[config.mk]
export PLATFORM = sky130hd
export DESIGN_NAME = adsr_envelope_generator
export DESIGN_NICKNAME = d
export VERILOG_FILES = /design/src/rtl/core/adsr_pkg.sv /design/src/rtl/core/adsr_muldiv.sv /design/src/rtl/core/adsr_envelope_generator.sv
export SDC_FILE = /design/constraint.sdc
export NUM_CORES = 1
export LEC_CHECK = 0
export ABC_CLOCK_PERIOD_IN_PS = 7700
export BUFFER_PORTS_ARGS = -buffer_cell sky130_fd_sc_hd__buf_2
export CAP_MARGIN = 20
export CORE_ASPECT_RATIO = 0.7
export CORE_MARGIN = 5
export CORE_UTILIZATION = 50
export CTS_CLUSTER_SIZE = 28
export DETAILED_ROUTE_END_ITERATION = 6
export GPL_ROUTABILITY_DRIVEN = 0
export PLACE_DENSITY = 0.77
export SLEW_MARGIN = 20
export SYNTH_ARGS = -nofsm -noshare
export SYNTH_HDL_FRONTEND = slang
export SYNTH_SLANG_ARGS = --single-unit
[constraint.sdc]
create_clock -name clk -period 7.7 [get_ports clk]
set_input_delay 0.385 -clock clk [delete_from_list [all_inputs] [get_ports clk]]
set_output_delay 0.385 -clock clk [all_outputs]
set_load 0.05 [all_outputs]
[src/rtl/core/adsr_pkg.sv]
// shared widths, constants and types of the envelope generator
package adsr_pkg;

	// tick counter and amplitude widths
	localparam int COUNT_W = 24;
	localparam int AMP_W   = 16;

	// step counter of the serial multiply/divide, one step per amplitude bit
	localparam int STEP_W = $clog2(AMP_W);

	// amplitudes at or below this floor read as silence
	localparam logic [AMP_W-1:0] AMP_FLOOR = AMP_W'((2 ** AMP_W) / 10000);

	// gate event codes, the spare code acts as no event
	typedef enum logic [1:0] {
		EV_NONE,
		EV_NOTE_ON,
		EV_NOTE_OFF,
		EV_SPARE
	} gate_event_t;

	// envelope stage codes
	typedef enum logic [1:0] {
		STAGE_ATTACK,
		STAGE_DECAY,
		STAGE_SUSTAIN,
		STAGE_RELEASE
	} stage_t;

	// configuration register indexes
	localparam logic [2:0] REG_ATTACK  = 3'd0;
	localparam logic [2:0] REG_DECAY   = 3'd1;
	localparam logic [2:0] REG_RELEASE = 3'd2;
	localparam logic [2:0] REG_PEAK    = 3'd3;
	localparam logic [2:0] REG_SUSTAIN = 3'd4;

	// request to the serial multiply/divide unit: count * level / divisor
	typedef struct packed {
		logic               start;
		logic [COUNT_W-1:0] count;
		logic [AMP_W-1:0]   level;
		logic [COUNT_W-1:0] divisor;
	} md_req_t;

endpackage

[src/rtl/core/adsr_muldiv.sv]
// radix-2 shift-add multiply followed by restoring divide, one bit per cycle
module adsr_muldiv (
	input  logic             clk,
	input  logic             arst_n,
	input  adsr_pkg::md_req_t req,
	output logic             done,
	output logic [adsr_pkg::AMP_W-1:0] quot
);

	typedef enum logic [1:0] {
		PH_IDLE,
		PH_MUL,
		PH_DIV
	} phase_t;

	localparam logic [adsr_pkg::STEP_W-1:0] STEP_LAST =
		adsr_pkg::STEP_W'(adsr_pkg::AMP_W - 1);

	phase_t                          phase_q;
	logic [adsr_pkg::STEP_W-1:0]     step_q;
	logic                            done_q;
	logic [adsr_pkg::COUNT_W-1:0]    hi_q;
	logic [adsr_pkg::AMP_W-1:0]      lo_q;
	logic [adsr_pkg::COUNT_W-1:0]    mcand_q;
	logic [adsr_pkg::COUNT_W-1:0]    div_q;

	logic [adsr_pkg::COUNT_W:0]      mul_sum;
	logic [adsr_pkg::COUNT_W:0]      trial;
	logic [adsr_pkg::COUNT_W+1:0]    diff;
	logic                            ge;

	// multiply step: add multiplicand when the low multiplier bit is set
	assign mul_sum = {1'b0, hi_q} + (lo_q[0] ? {1'b0, mcand_q} : '0);

	// divide step: shift in next dividend bit, subtract when it fits
	assign trial = {hi_q, lo_q[adsr_pkg::AMP_W-1]};
	assign diff  = {1'b0, trial} - {2'b00, div_q};
	assign ge    = ~diff[adsr_pkg::COUNT_W+1];

	// sequencer
	always_ff @(posedge clk or negedge arst_n) begin
		if (!arst_n) begin
			phase_q <= PH_IDLE;
			step_q  <= '0;
			done_q  <= 1'b0;
		end else begin
			done_q <= 1'b0;
			case (phase_q)
				PH_IDLE: begin
					if (req.start) begin
						phase_q <= PH_MUL;
						step_q  <= '0;
					end
				end
				PH_MUL: begin
					step_q <= step_q + 1'b1;
					if (step_q == STEP_LAST) begin
						phase_q <= PH_DIV;
						step_q  <= '0;
					end
				end
				PH_DIV: begin
					step_q <= step_q + 1'b1;
					if (step_q == STEP_LAST) begin
						phase_q <= PH_IDLE;
						step_q  <= '0;
						done_q  <= 1'b1;
					end
				end
				default: begin
					phase_q <= PH_IDLE;
				end
			endcase
		end
	end

	// datapath: hi holds the upper product, then the remainder; lo the multiplier, then the quotient
	always_ff @(posedge clk) begin
		case (phase_q)
			PH_IDLE: begin
				if (req.start) begin
					hi_q    <= '0;
					lo_q    <= req.level;
					mcand_q <= req.count;
					div_q   <= req.divisor;
				end
			end
			PH_MUL: begin
				hi_q <= mul_sum[adsr_pkg::COUNT_W:1];
				lo_q <= {mul_sum[0], lo_q[adsr_pkg::AMP_W-1:1]};
			end
			PH_DIV: begin
				hi_q <= ge ? diff[adsr_pkg::COUNT_W-1:0] : trial[adsr_pkg::COUNT_W-1:0];
				lo_q <= {lo_q[adsr_pkg::AMP_W-2:0], ge};
			end
			default: begin
				hi_q <= hi_q;
			end
		endcase
	end

	assign done = done_q;
	assign quot = lo_q;

	// checks
	a_start_idle: assert property (@(posedge clk) disable iff (!arst_n)
		req.start |-> phase_q == PH_IDLE)
		else $error("muldiv started while busy");

	a_done_pulse: assert property (@(posedge clk) disable iff (!arst_n)
		done_q |=> !done_q)
		else $error("muldiv done held longer than one cycle");

	a_rem_below_div: assert property (@(posedge clk) disable iff (!arst_n)
		phase_q == PH_DIV |-> hi_q < div_q)
		else $error("muldiv remainder not below divisor, quotient overflow");

endmodule

[src/rtl/core/adsr_envelope_generator.sv]
// linear adsr envelope generator top level
// Usage:
//   Input channel (in_valid/in_stall, gate_event): one transaction per sample
//   tick, carrying none, note on or note off. The event is applied, one
//   amplitude/stage result is produced, then both tick counters advance.
//   Output channel (out_valid/out_stall, amplitude, stage): one transaction
//   per input tick, in order. amplitude is unsigned Q0.16.
//   Config channel (cfg_valid/cfg_ready, cfg_index, cfg_data): always ready;
//   index 0..4 selects attack, decay, release ticks, peak, sustain level.
//   Write only while idle; other indexes are ignored.
// Timing:
//   One tick is processed at a time. A ramp tick (attack, decay, release)
//   has its result after setup, start of the serial unit, the shift-add
//   multiply, the restoring divide, then the combine and the output load.
//   Flat ticks (zero attack, sustain, release ended or zero release length)
//   go from setup straight to the finish state and the output load.
//   The next tick is accepted the cycle after the result is loaded; the
//   serial unit sets the rate.
// Reset: gate released, counters at zero (release from sustain level),
//   registers at their defaults, no result pending.
// Stall: a held result stays in the output register; the next tick is still
//   computed and waits until the register frees up.
module adsr_envelope_generator (
	input  logic                       clk,
	input  logic                       arst_n,
	input  logic                       in_valid,
	output logic                       in_stall,
	input  logic [1:0]                 gate_event,
	output logic                       out_valid,
	input  logic                       out_stall,
	output logic [adsr_pkg::AMP_W-1:0] amplitude,
	output logic [1:0]                 stage,
	input  logic                       cfg_valid,
	output logic                       cfg_ready,
	input  logic [2:0]                 cfg_index,
	input  logic [23:0]                cfg_data
);

	localparam int CW = adsr_pkg::COUNT_W;
	localparam int AW = adsr_pkg::AMP_W;

	// register defaults
	localparam logic [CW-1:0] ATTACK_RST  = CW'(4410);
	localparam logic [CW-1:0] DECAY_RST   = CW'(441);
	localparam logic [CW-1:0] RELEASE_RST = CW'(8820);
	localparam logic [AW-1:0] PEAK_RST    = AW'(65535);
	localparam logic [AW-1:0] SUSTAIN_RST = AW'(52429);

	localparam logic [CW-1:0] COUNT_MAX = '1;

	typedef enum logic [1:0] {
		S_IDLE,
		S_SETUP,
		S_CALC,
		S_FINISH
	} state_t;

	state_t              state_q;
	logic [CW-1:0]       attack_q;
	logic [CW-1:0]       decay_q;
	logic [CW-1:0]       release_q;
	logic [AW-1:0]       peak_q;
	logic [AW-1:0]       sustain_q;
	logic                gate_q;
	logic [CW-1:0]       on_q;
	logic [CW-1:0]       off_q;
	logic                out_valid_q;
	logic [AW-1:0]       amp_out_q;
	adsr_pkg::stage_t    stage_out_q;
	adsr_pkg::stage_t    stage_q;
	logic [AW-1:0]       amp_q;
	logic [AW-1:0]       base_q;
	logic                add_q;
	adsr_pkg::md_req_t   req_q;

	logic                md_done;
	logic [AW-1:0]       md_quot;

	logic                life_le_a;
	logic [CW:0]         sum_ad;
	logic                life_le_ad;
	logic                off_ge_r;
	logic                p_ge_s;
	logic [CW-1:0]       life_minus_a;
	logic [AW-1:0]       decay_span;
	logic                in_acc;
	logic                out_free;

	// stage selection compares
	assign life_le_a    = on_q <= attack_q;
	assign sum_ad       = {1'b0, attack_q} + {1'b0, decay_q};
	assign life_le_ad   = {1'b0, on_q} <= sum_ad;
	assign off_ge_r     = off_q >= release_q;
	assign p_ge_s       = peak_q >= sustain_q;
	assign life_minus_a = on_q - attack_q;
	assign decay_span   = p_ge_s ? (peak_q - sustain_q) : (sustain_q - peak_q);

	assign in_stall  = (state_q != S_IDLE);
	assign in_acc    = in_valid && !in_stall;
	assign out_free  = !out_valid_q || !out_stall;
	assign cfg_ready = 1'b1;

	// configuration registers
	always_ff @(posedge clk or negedge arst_n) begin
		if (!arst_n) begin
			attack_q  <= ATTACK_RST;
			decay_q   <= DECAY_RST;
			release_q <= RELEASE_RST;
			peak_q    <= PEAK_RST;
			sustain_q <= SUSTAIN_RST;
		end else if (cfg_valid && cfg_ready) begin
			case (cfg_index)
				adsr_pkg::REG_ATTACK:  attack_q  <= cfg_data;
				adsr_pkg::REG_DECAY:   decay_q   <= cfg_data;
				adsr_pkg::REG_RELEASE: release_q <= cfg_data;
				adsr_pkg::REG_PEAK:    peak_q    <= cfg_data[AW-1:0];
				adsr_pkg::REG_SUSTAIN: sustain_q <= cfg_data[AW-1:0];
				default: begin
					attack_q <= attack_q;
				end
			endcase
		end
	end

	// tick sequencer, gate state, counters and output register
	always_ff @(posedge clk or negedge arst_n) begin
		if (!arst_n) begin
			state_q     <= S_IDLE;
			gate_q      <= 1'b0;
			on_q        <= '0;
			off_q       <= '0;
			out_valid_q <= 1'b0;
			req_q.start <= 1'b0;
		end else begin
			// output register empties when taken, unless a result is loaded now
			if (out_valid_q && !out_stall && state_q != S_FINISH) begin
				out_valid_q <= 1'b0;
			end
			case (state_q)
				S_IDLE: begin
					if (in_acc) begin
						if (gate_event == adsr_pkg::EV_NOTE_ON) begin
							gate_q <= 1'b1;
							on_q   <= '0;
						end else if (gate_event == adsr_pkg::EV_NOTE_OFF) begin
							gate_q <= 1'b0;
							off_q  <= '0;
						end
						state_q <= S_SETUP;
					end
				end
				S_SETUP: begin
					if (gate_q) begin
						if (life_le_a) begin
							stage_q <= adsr_pkg::STAGE_ATTACK;
							if (attack_q == '0) begin
								amp_q   <= peak_q;
								state_q <= S_FINISH;
							end else begin
								req_q.start   <= 1'b1;
								req_q.count   <= on_q;
								req_q.level   <= peak_q;
								req_q.divisor <= attack_q;
								base_q        <= '0;
								add_q         <= 1'b1;
								state_q       <= S_CALC;
							end
						end else if (life_le_ad) begin
							stage_q       <= adsr_pkg::STAGE_DECAY;
							req_q.start   <= 1'b1;
							req_q.count   <= life_minus_a;
							req_q.level   <= decay_span;
							req_q.divisor <= decay_q;
							base_q        <= peak_q;
							add_q         <= !p_ge_s;
							state_q       <= S_CALC;
						end else begin
							stage_q <= adsr_pkg::STAGE_SUSTAIN;
							amp_q   <= sustain_q;
							state_q <= S_FINISH;
						end
					end else begin
						stage_q <= adsr_pkg::STAGE_RELEASE;
						if (off_ge_r) begin
							// ramp finished, or zero release length
							amp_q   <= '0;
							state_q <= S_FINISH;
						end else begin
							req_q.start   <= 1'b1;
							req_q.count   <= off_q;
							req_q.level   <= sustain_q;
							req_q.divisor <= release_q;
							base_q        <= sustain_q;
							add_q         <= 1'b0;
							state_q       <= S_CALC;
						end
					end
				end
				S_CALC: begin
					req_q.start <= 1'b0;
					if (md_done) begin
						amp_q   <= add_q ? (base_q + md_quot) : (base_q - md_quot);
						state_q <= S_FINISH;
					end
				end
				S_FINISH: begin
					if (out_free) begin
						out_valid_q <= 1'b1;
						amp_out_q   <= (amp_q <= adsr_pkg::AMP_FLOOR) ? '0 : amp_q;
						stage_out_q <= stage_q;
						on_q        <= (on_q == COUNT_MAX) ? on_q : on_q + 1'b1;
						off_q       <= (off_q == COUNT_MAX) ? off_q : off_q + 1'b1;
						state_q     <= S_IDLE;
					end
				end
				default: begin
					state_q <= S_IDLE;
				end
			endcase
		end
	end

	// serial multiply/divide unit
	adsr_muldiv u_muldiv (
		.clk    (clk),
		.arst_n (arst_n),
		.req    (req_q),
		.done   (md_done),
		.quot   (md_quot)
	);

	assign out_valid = out_valid_q;
	assign amplitude = amp_out_q;
	assign stage     = stage_out_q;

	// checks
	a_accept_setup: assert property (@(posedge clk) disable iff (!arst_n)
		in_acc |=> state_q == S_SETUP)
		else $error("accepted tick did not enter setup");

	a_amp_floor: assert property (@(posedge clk) disable iff (!arst_n)
		out_valid_q |-> (amp_out_q == '0 || amp_out_q > adsr_pkg::AMP_FLOOR))
		else $error("amplitude at or below floor not cleared");

	a_done_in_calc: assert property (@(posedge clk) disable iff (!arst_n)
		md_done |-> state_q == S_CALC)
		else $error("muldiv result arrived outside calc state");

	a_finish_load: assert property (@(posedge clk) disable iff (!arst_n)
		(state_q == S_FINISH && out_free) |=> (out_valid_q && state_q == S_IDLE))
		else $error("finished tick not loaded into output register");

endmodule
* After elaboration in Yosys (flattened, before gate mapping)
Index checks and enable logic that the tools add are counted.
Cells by class: add/subtract/negate cells 11, magnitude comparators 5, equality and inequality tests 35, mux-type cells 67, bitwise operators 1, reductions and logical operators 37
Operators by type and width (number):
- 65-bit 2-to-1 mux | 5
- 24-bit 2-to-1 mux | 12
- 16-bit 2-to-1 mux | 14
- 24-bit one-hot mux with 2 select lines | 2
- 24-bit one-hot mux with 3 select lines | 1
- 24-bit by 1-bit adder with 24-bit output (second input constant) | 2
- 24-bit == test (second input constant) | 2
- 16-bit one-hot mux with 3 select lines | 1
- 16-bit subtractor | 3
- 16-bit one-hot mux with 2 select lines | 1
- 25-bit by 24-bit subtractor with 26-bit output | 1
- 24-bit by 24-bit adder with 25-bit output | 1
- 24-bit by 25-bit adder with 25-bit output | 1
- 24-bit by 25-bit less-or-equal comparator with 1-bit output | 1
- 24-bit >= comparator | 1
- 24-bit less-or-equal comparator | 1
- 24-bit logical NOT | 1
- 24-bit subtractor | 1
- 2-bit 2-to-1 mux | 10
- 2-bit != test (second input constant) | 10
- 2-bit AND reduction | 9
- 16-bit adder | 1
- 16-bit >= comparator | 1
- 16-bit by 3-bit less-or-equal comparator with 1-bit output (second input constant) | 1
- other kinds (30) | 73
Word-level totals: bits in registers 369, input port bits 34, output and inout port bits 21, logic and storage cells 183

* Longest topological paths before layout
Gate-level depths: netlist of run 1.
word-level depth 6, gate-level depth with buffers 22, gate-level depth less buffers 22

* Cells and area by module
From an unflattened synthesis of run 1, not the netlist that was laid out.
Unflattened totals: cells, all modules 2526, area total of the unflattened synthesis 24096.9 µm²
Modules (own cells, without submodules):
- adsr_envelope_generator | instances 1, cells an instance 1898, area an instance 17638.2 µm², seq. area each 7495.9 µm²
- adsr_muldiv | instances 1, cells an instance 628, area an instance 6458.7 µm², seq. area each 2817.7 µm²

* Worst setup path after synthesis of run 1
OpenSTA, ideal clock, no wires.
kind register to register, start register attack_q[4], end register add_q (enable), library setup time 0.448 ns, data arrival time 5.687 ns, data required time 7.252 ns, slack 1.565 ns, cell stages (with the launch flop) 20, buffers on the path 0, clock period less this slack 6.135 ns, path through dfstp_2 ha_1 a21o_1 a21oi_1 a21boi_1 o31ai_1 nor2_1 o22a_1 a21o_1 a21oi_1 xor2_1 ha_1 a21oi_1 nor2_1 a211oi_1 o21ai_0 a211oi_1 a211oi_2 o21ai_1 and2_1
Between the ends: longest elaborated chain between the ends 4, elaborated cells between the ends (all ways) 7, classes of those cells add/sub (1); order compare (2); eq/ne (2); reduce/logical (2)
Ends and longest elaborated chain:
- start, declared | RTL line adsr_envelope_generator.sv:59 | logic [CW-1:0] attack_q;
- start signal, assigned | RTL line adsr_envelope_generator.sv:113 | adsr_pkg::REG_ATTACK: attack_q <= cfg_data;
- start signal, assigned | RTL line adsr_envelope_generator.sv:119 | attack_q <= attack_q;
- 24-bit by 24-bit adder with 25-bit output | RTL line adsr_envelope_generator.sv:91 | assign sum_ad = {1'b0, attack_q} + {1'b0, decay_q};
- 24-bit by 25-bit less-or-equal comparator with 1-bit output | RTL line adsr_envelope_generator.sv:92 | assign life_le_ad = {1'b0, on_q} <= sum_ad;
- 3-bit by 1-bit != test with 1-bit output (no source line)
- 5-bit AND reduction (no source line) (*)
- end signal, assigned | RTL line adsr_envelope_generator.sv:175 | add_q <= !p_ge_s;
- end, declared | RTL line adsr_envelope_generator.sv:73 | logic add_q;
Every way passes the cells marked *; elsewhere a longest branch is shown, timed or not. A chain may end at the register's enable or synchronous reset.

* Final worst setup path of run 1
start register attack_q[0], end register req_q[21] (netlist name) (enable)
Between the ends: longest elaborated chain between the ends 4, elaborated cells between the ends (all ways) 7, classes of those cells add/sub (1); order compare (2); eq/ne (2); reduce/logical (2)
Ends and longest elaborated chain:
- 24-bit by 24-bit adder with 25-bit output | RTL line adsr_envelope_generator.sv:91
- 24-bit by 25-bit less-or-equal comparator with 1-bit output | RTL line adsr_envelope_generator.sv:92
- 3-bit by 1-bit != test with 1-bit output (no source line)
- 5-bit AND reduction (no source line) (*)
- end, declared | RTL line adsr_envelope_generator.sv:74 | adsr_pkg::md_req_t req_q;
Marked as above.

==> results of run 1 <==
-- repair_timing --
item / in CTS / in global routing
endpoints found under the hold margin: 72 / 0
hold buffers: 1 / 0
setup endpoints to repair: 0 / 0
-- Yosys cell counts, drive strengths merged (13+ instances only) --
| cell | instances | area share |
|---|---|---|
| a22oi | 16 | 0.0050 |
| o21ai | 177 | 0.037 |
| nand3 | 64 | 0.013 |
| nand2b | 26 | 0.0067 |
| a31o | 14 | 0.0051 |
| clkbuf | 86 | 0.013 |
| and3 | 24 | 0.0062 |
| inv | 155 | 0.024 |
| o21a | 23 | 0.0071 |
| nand2 | 244 | 0.038 |
| nand4 | 37 | 0.0095 |
| dfstp | 43 | 0.047 |
| and2 | 41 | 0.011 |
| a21oi | 148 | 0.031 |
| a21o | 68 | 0.021 |
| o211ai | 13 | 0.0042 |
| nor3 | 29 | 0.0060 |
| mux2i | 51 | 0.021 |
| buf | 24 | 0.0076 |
| o22ai | 47 | 0.012 |
| a211oi | 14 | 0.0045 |
| dfrtp | 121 | 0.12 |
| nor2b | 25 | 0.0064 |
| nor2 | 211 | 0.033 |
| ha | 204 | 0.11 |
| xnor2 | 62 | 0.022 |
| a31oi | 52 | 0.013 |
| edfxtp | 205 | 0.25 |
| xor2 | 74 | 0.027 |
| mux2 | 53 | 0.025 |
-- cell type report --
type                            count  area (sq um)
Clock buffer                       50          1050
Clock inverter                     22           284
Fill cell                        4100         21600
Inverter                          155           582
Multi-Input combinational cell   1882         12900
Sequential cell                   369         10300
Tap cell                          655           820
Timing Repair Buffer               73           444
-- cell families (layout without fill, tap and decap cells) --
group                    count (synthesis)  after routing  share of synthesized area
XOR/XNOR                               136            136                     0.0491
buffers and inverters                  265            300                     0.0449
AO/OA/AOI/OAI                          670            670                      0.177
adder cells (fa/ha/maj)                211            211                      0.111
flip-flops                             369            369                      0.425
other                                    1              1                   0.000155
AND/OR/NAND/NOR                        760            760                      0.147
multiplexers                           104            104                     0.0456
-- stage by stage --
step           total power, mW  std cells  hold WS, ns  area, sq um  setup WS (ns)
6_report                  10.3       3206       0.0614        26400           1.77
5_1_grt                   10.8       3206       0.0740        26400           1.40
4_1_cts                   10.1       3205       0.0453        26400           1.88
3_5_place_dp              8.12       3132        0.405        25000           1.90
3_3_place_gp              7.87       3132        0.406        25000           2.09
2_1_floorplan             6.81       2516       0.0894        24300           1.56
-- critical path, cell delays in order, from the launching register on --
cell       delay [ns]
dfrtp_1          0.42
ha_1             0.24
inv_1            0.07
fa_1             0.20
nor2b_1          0.09
o2111ai_1        0.21
a21boi_1         0.12
o31ai_1          0.69
nor2_1           0.15
o22a_1           0.28
a21o_1           0.19
a21oi_1          0.18
xor2_1           0.21
ha_1             0.28
a21oi_1          0.14
nor2_1           0.06
a211oi_1         0.18
o21ai_0          0.10
a211oi_1         0.27
a211oi_2         0.14
o21ai_1          0.39
and2_4           0.85
-- state kept, by name, indices dropped and copies added, names as in the netlist, 2 cells and up --
name	cells
req_q	65
attack_q	24
decay_q	24
off_q	24
on_q	24
release_q	24
u_muldiv.div_q	24
u_muldiv.hi_q	24
u_muldiv.mcand_q	24
amp_q	16
amplitude	16
base_q	16
peak_q	16
sustain_q	16
u_muldiv.quot	16
u_muldiv.step_q	4
stage	2
stage_q	2
state_q	2
u_muldiv.phase_q	2
-- where the power goes --
group	internal, mW	switching, mW	leakage, nW
clock network	1.14	0.815	0.644
registers	2.87	0.483	3.98
logic	1.90	3.04	6.69
total	5.91	4.34	11.3
-- layer usage --
metal / up-vias / wire (um) / GRT usage
li1: 9151 / - / -
met1: 9420 / 29900 / 0.374
met2: 1082 / 26600 / 0.337
met3: 107 / 10100 / 0.104
met4: 2 / 1430 / 0.0502
met5: - / 14 / 0
-- cell usage in the layout (no fill, tap or decap), drive strengths merged, types with 37 or more instances in the layout --
master  instances
and2           41
clkbuf         50
a31oi          52
xor2           74
inv           156
a21o           68
nand2         244
a21oi         148
dfrtp         121
buf            72
edfxtp        205
mux2i          51
nor2          211
mux2           53
dfstp          43
xnor2          62
o22ai          47
o21ai         177
nand3          64
ha            204
nand4          37
-- worst max path at each step --
stage	slack [ns]	end	cells past startpoint	from
floorplan	1.56	add_q	19	attack_q[4]
global placement	2.09	req_q[23]	21	attack_q[0]
detailed placement	1.90	req_q[20]	19	attack_q[4]
CTS	1.88	req_q[58]	21	attack_q[0]
global route	1.40	req_q[58]	21	attack_q[0]
finish	1.77	req_q[21]	21	attack_q[0]
==> results.toml, run 1 <==
[clocking]
cts_resized = 0
postCtsSetupBuffers = 0
clkTransAtPathRegs_ns = 0.06
clockBufferDepth = 3
cts.sinks = 369
cts_tree = "yes"
cts_htree_levels = 2
clk_latency_ns = 0.58
cts-root-buf = "clkbuf_16"
tritoncts.num_buffers = 39

[cells_and_area]
diodes = 0
area_growth_pct = 8.81
drive_above_1_share = 0.108
final_util = 0.551
nNetsFinal = 2765

[timing]
timing.final.hold_violations = 0
fin_crit_sh = 0.771
worstMarginPinSlew_ns = 1.04
final.setup.tns_ns = 0
setup_violations = 0
rsz0062_at_grt = "false"
fmax_ghz = 0.169
maxSlewViolCount = 0
fin_worst_skew_ns = 0.0419
final.min_clock_period_ns = 5.93
slew_headroom = 0.307

[logic_synthesis]
ys_async_sr_fraction = 0.444
seq_area_frac_synth = 0.425
yosys_warnings = 0
syn_nets = 2761
synth_seq_cells = 369
syn_inst = 2516
syn_avg_cell_area_sq_um = 9.64
syn-cell-area_sq_um = 24300
synth_edf_count = 205
synth-main-ff-cell = "edfxtp_1"
synth_cell_types = 87

[critical_path]
worstSetupPathType = "reg2reg"
cp-start-kind = "flop"
r2r-end = "req_q[21]"
crit_path_end_kind = "flop"
critPathMaxFanout = 81
r2r-start = "attack_q[0]"
reg2regPathDepth = 21
arrival_ns = 6.10
rrSetupSlack_ns = 1.77
critical_path_required_ns = 7.87

[place]
io_buffer_count = 53
dp_hpwl_um = 51500

[global_route]
overflow = 0
grt_pass1_vias = 18538
grt_pass1_wl_um = 105000
antenna_found_initial = 1
gr-usage-all-layers = 0.249
grt_start_max_net_pins = 91

[pwr]
leakage_nw = 11.3
power_density_nw_per_um2 = 388
ir_worst_vdd_uv = 199

[drt]
drt_wl_total_um = 68100
first_pass_iters = 6
num_vias = 19762
final_antenna_net_count = 0
vias_per_cell = 6.16
drc = 0
drt_iter0_markers = 2302
wl_per_cell_um = 21.2

[floorplanning]
start_util = 0.506
die_w_um = 273
die_y_um = 194
coreArea_sq_um = 48000
die_area_sq_um = 53100
ios = 55
rows = 67

[worst_hold_path]
hp-start = "cfg_data[23]"
hold_path_class = "in2reg"
hold_path_depth = 3
worstHoldEndpoint = "release_q[23]"

[status]
status = "complete, no violations"

[job]
max_cap_violations = 0
Power figures use the tool's default switching activity.
==> inputs of run 2 (changes only) <==
--- a/config.mk
+++ b/config.mk
@@ -5,7 +5,7 @@
 export SDC_FILE = /design/constraint.sdc
 export NUM_CORES = 1
 export LEC_CHECK = 0
-export ABC_CLOCK_PERIOD_IN_PS = 7700
+export ABC_CLOCK_PERIOD_IN_PS = 6200
 export BUFFER_PORTS_ARGS = -buffer_cell sky130_fd_sc_hd__buf_2
 export CAP_MARGIN = 20
 export CORE_ASPECT_RATIO = 0.7
==> constraint.sdc (replaced) <==
create_clock -name clk -period 6.2 [get_ports clk]
set_input_delay 0.31 -clock clk [delete_from_list [all_inputs] [get_ports clk]]
set_output_delay 0.31 -clock clk [all_outputs]
set_load 0.05 [all_outputs]
==> run 2 against run 1 <==
Sequential share of layout area about the same. Total power rose by 24%. Wire length rose by 1.1%. Setup slack worse by 1.2 ns. Hold slack got worse by 0.051 ns. Clock-buffer cell count up 4. Critical path depth rose by 1. Maximum frequency up 5.3%. Non-clock buffer count up 7. Sequential power rose by 23%. Clock power is 20% higher. Largest cell class unchanged.
==> results.toml, run 2 (same netlist as run 1, synthesis figures left out) <==
[pwr]
ir_worst_vdd_uv = 237
power_density_nw_per_um2 = 480
leakage_nw = 11.3
fin_total_pwr_mw = 12.7

[timing]
hold_ws_ns = 0.0101
final.min_clock_period_ns = 5.64
timing.final.hold_violations = 0
fmax_ghz = 0.177
maxSlewViolCount = 0
setup_ws_ns = 0.565
final.setup.tns_ns = 0
worstMarginPinSlew_ns = 1.04
fin_worst_skew_ns = 0.0185
slew_headroom = 0.308
fin_crit_sh = 0.909
setup_violations = 0
rsz0062_at_grt = "false"

[critical_path]
path_buf_inv = 2
critical_path_required_ns = 6.40
r2r-start = "attack_q[0]"
cp-start-kind = "flop"
slowest_delay_ns = 0.66
worstSetupPathType = "reg2reg"
crit_path_end_kind = "flop"
startpoint = "attack_q[0]"
worstPathCellList = "ha_1 -> inv_1 -> fa_1 -> nor2b_1 -> o2111ai_1 -> a21boi_1 -> o31ai_1 -> nor2_1 -> o22a_1 -> a21o_1 -> a21oi_1 -> xor2_1 -> ha_1 -> a21oi_1 -> nor2_1 -> a211oi_1 -> o21ai_0 -> a211oi_1 -> a211oi_2 -> o21ai_1 -> and2_4 -> buf_12"
cp_slowest_cell = "o31ai_1"
reg2regPathDepth = 22
critPathTopFamily = "compound AO/OA/AOI/OAI gates"
arrival_ns = 5.84
cp.depth = 22
critPathMaxFanout = 81

[global_route]
grt_pass1_vias = 18330
overflow = 0
gr-usage-all-layers = 0.251
grt_pass1_wl_um = 106000
antenna_found_initial = 4
grt_start_max_net_pins = 82

[status]
status = "complete, no violations"

[drt]
final_antenna_net_count = 0
drc = 0
wl_per_cell_um = 21.4
first_pass_iters = 6
vias_per_cell = 6.24
drt_iter0_markers = 2872
num_vias = 20031
drt_wl_total_um = 68800

[clocking]
tritoncts.num_buffers = 39
clkTransAtPathRegs_ns = 0.06
cts.sinks = 369
cts-root-buf = "clkbuf_16"
cts_htree_levels = 2
postCtsSetupBuffers = 0
clk_latency_ns = 0.56
clockBufferDepth = 3
cts_tree = "yes"

[worst_hold_path]
hold_path_class = "in2reg"
hold_path_depth = 3
hp-start = "cfg_data[23]"

[floorplanning]
die_y_um = 194
die_w_um = 273
start_util = 0.506
die_area_sq_um = 53100
rows = 67
coreArea_sq_um = 48000
ios = 55

[place]
io_buffer_count = 53
place_ws_ns = 0.680
dp_hpwl_um = 52300

[cells_and_area]
multi_input_area_sq_um = 12900
nFillCells = 4154
nNetsFinal = 2772
drive_above_1_share = 0.110
top_register = "req_q"
final_util = 0.551
diodes = 0
final_common_cell = "nand2_1"
largest_register_ffs = 65
seq_area_sq_um = 10300
final_cell_mix = "nand2_1, nor2_1, edfxtp_1"
area_growth_pct = 8.89

[job]
max_cap_violations = 0
==> run 2: cell types whose count changed in the layout (fill, tap and decap cells not counted), moves of 2 or more <==
cell and delta:
buf_4 +4, clkbuf_8 +4, bufinv_16 -3, clkinv_2 -3, clkinv_4 +2, dlygate4sd3_1 +2
==> run 2: timing repair <==
item / CTS / global route
hold endpoints to repair: 17 / 0
endpoints found under the setup margin: 0 / 0
resized for setup: 0 / 0
hold buffers: 3 / 0
==> run 2: path summary, 6_finish.rpt <==
check                                      end  slack (ns)
min reg2reg                u_muldiv.mcand_q[2]        0.42
max                                  req_q[59]        0.56
min in group asynchronous             off_q[3]        0.18
max reg2reg                          req_q[59]        0.56
max in group asynchronous               gate_q        4.24
min                              release_q[23]        0.01
==> run 2: worst min-delay path, cell delays in order <==
cell and delay [ns]:
buf_2 0.09, nand2_1 0.04, o21ai_0 0.07
==> run 2: cell type report <==
cell class | count | area share
clock buffer | 54 | 0.0417
clock inverter | 17 | 0.00649
inverter | 155 | 0.0220
multi-input combinational | 1882 | 0.489
sequential | 369 | 0.391
tap | 655 | 0.0310
timing repair buffer | 80 | 0.0195
==> run 2: stage by stage <==
step                instances  instance area [sq um]
global placement         3137                  25100
global route             3212                  26400
floorplan                2516                  24300
CTS                      3211                  26400
detailed placement       3137                  25100
finish                   3212                  26400
==> run 2: per-layer routing <==
metal	GRT usage	up-vias	routed length (um)
met5	0.00635	-	62
met1	0.401	9505	30200
met4	0.0493	4	1490
li1	-	9155	-
met2	0.337	1247	27000
met3	0.0728	120	9980
==> run 2: power by group <==
part	internal, mW	total [mW]	switching (mW)
sequential	3.57	4.14	0.577
combinational	2.36	6.18	3.82
clock	1.34	2.36	1.02
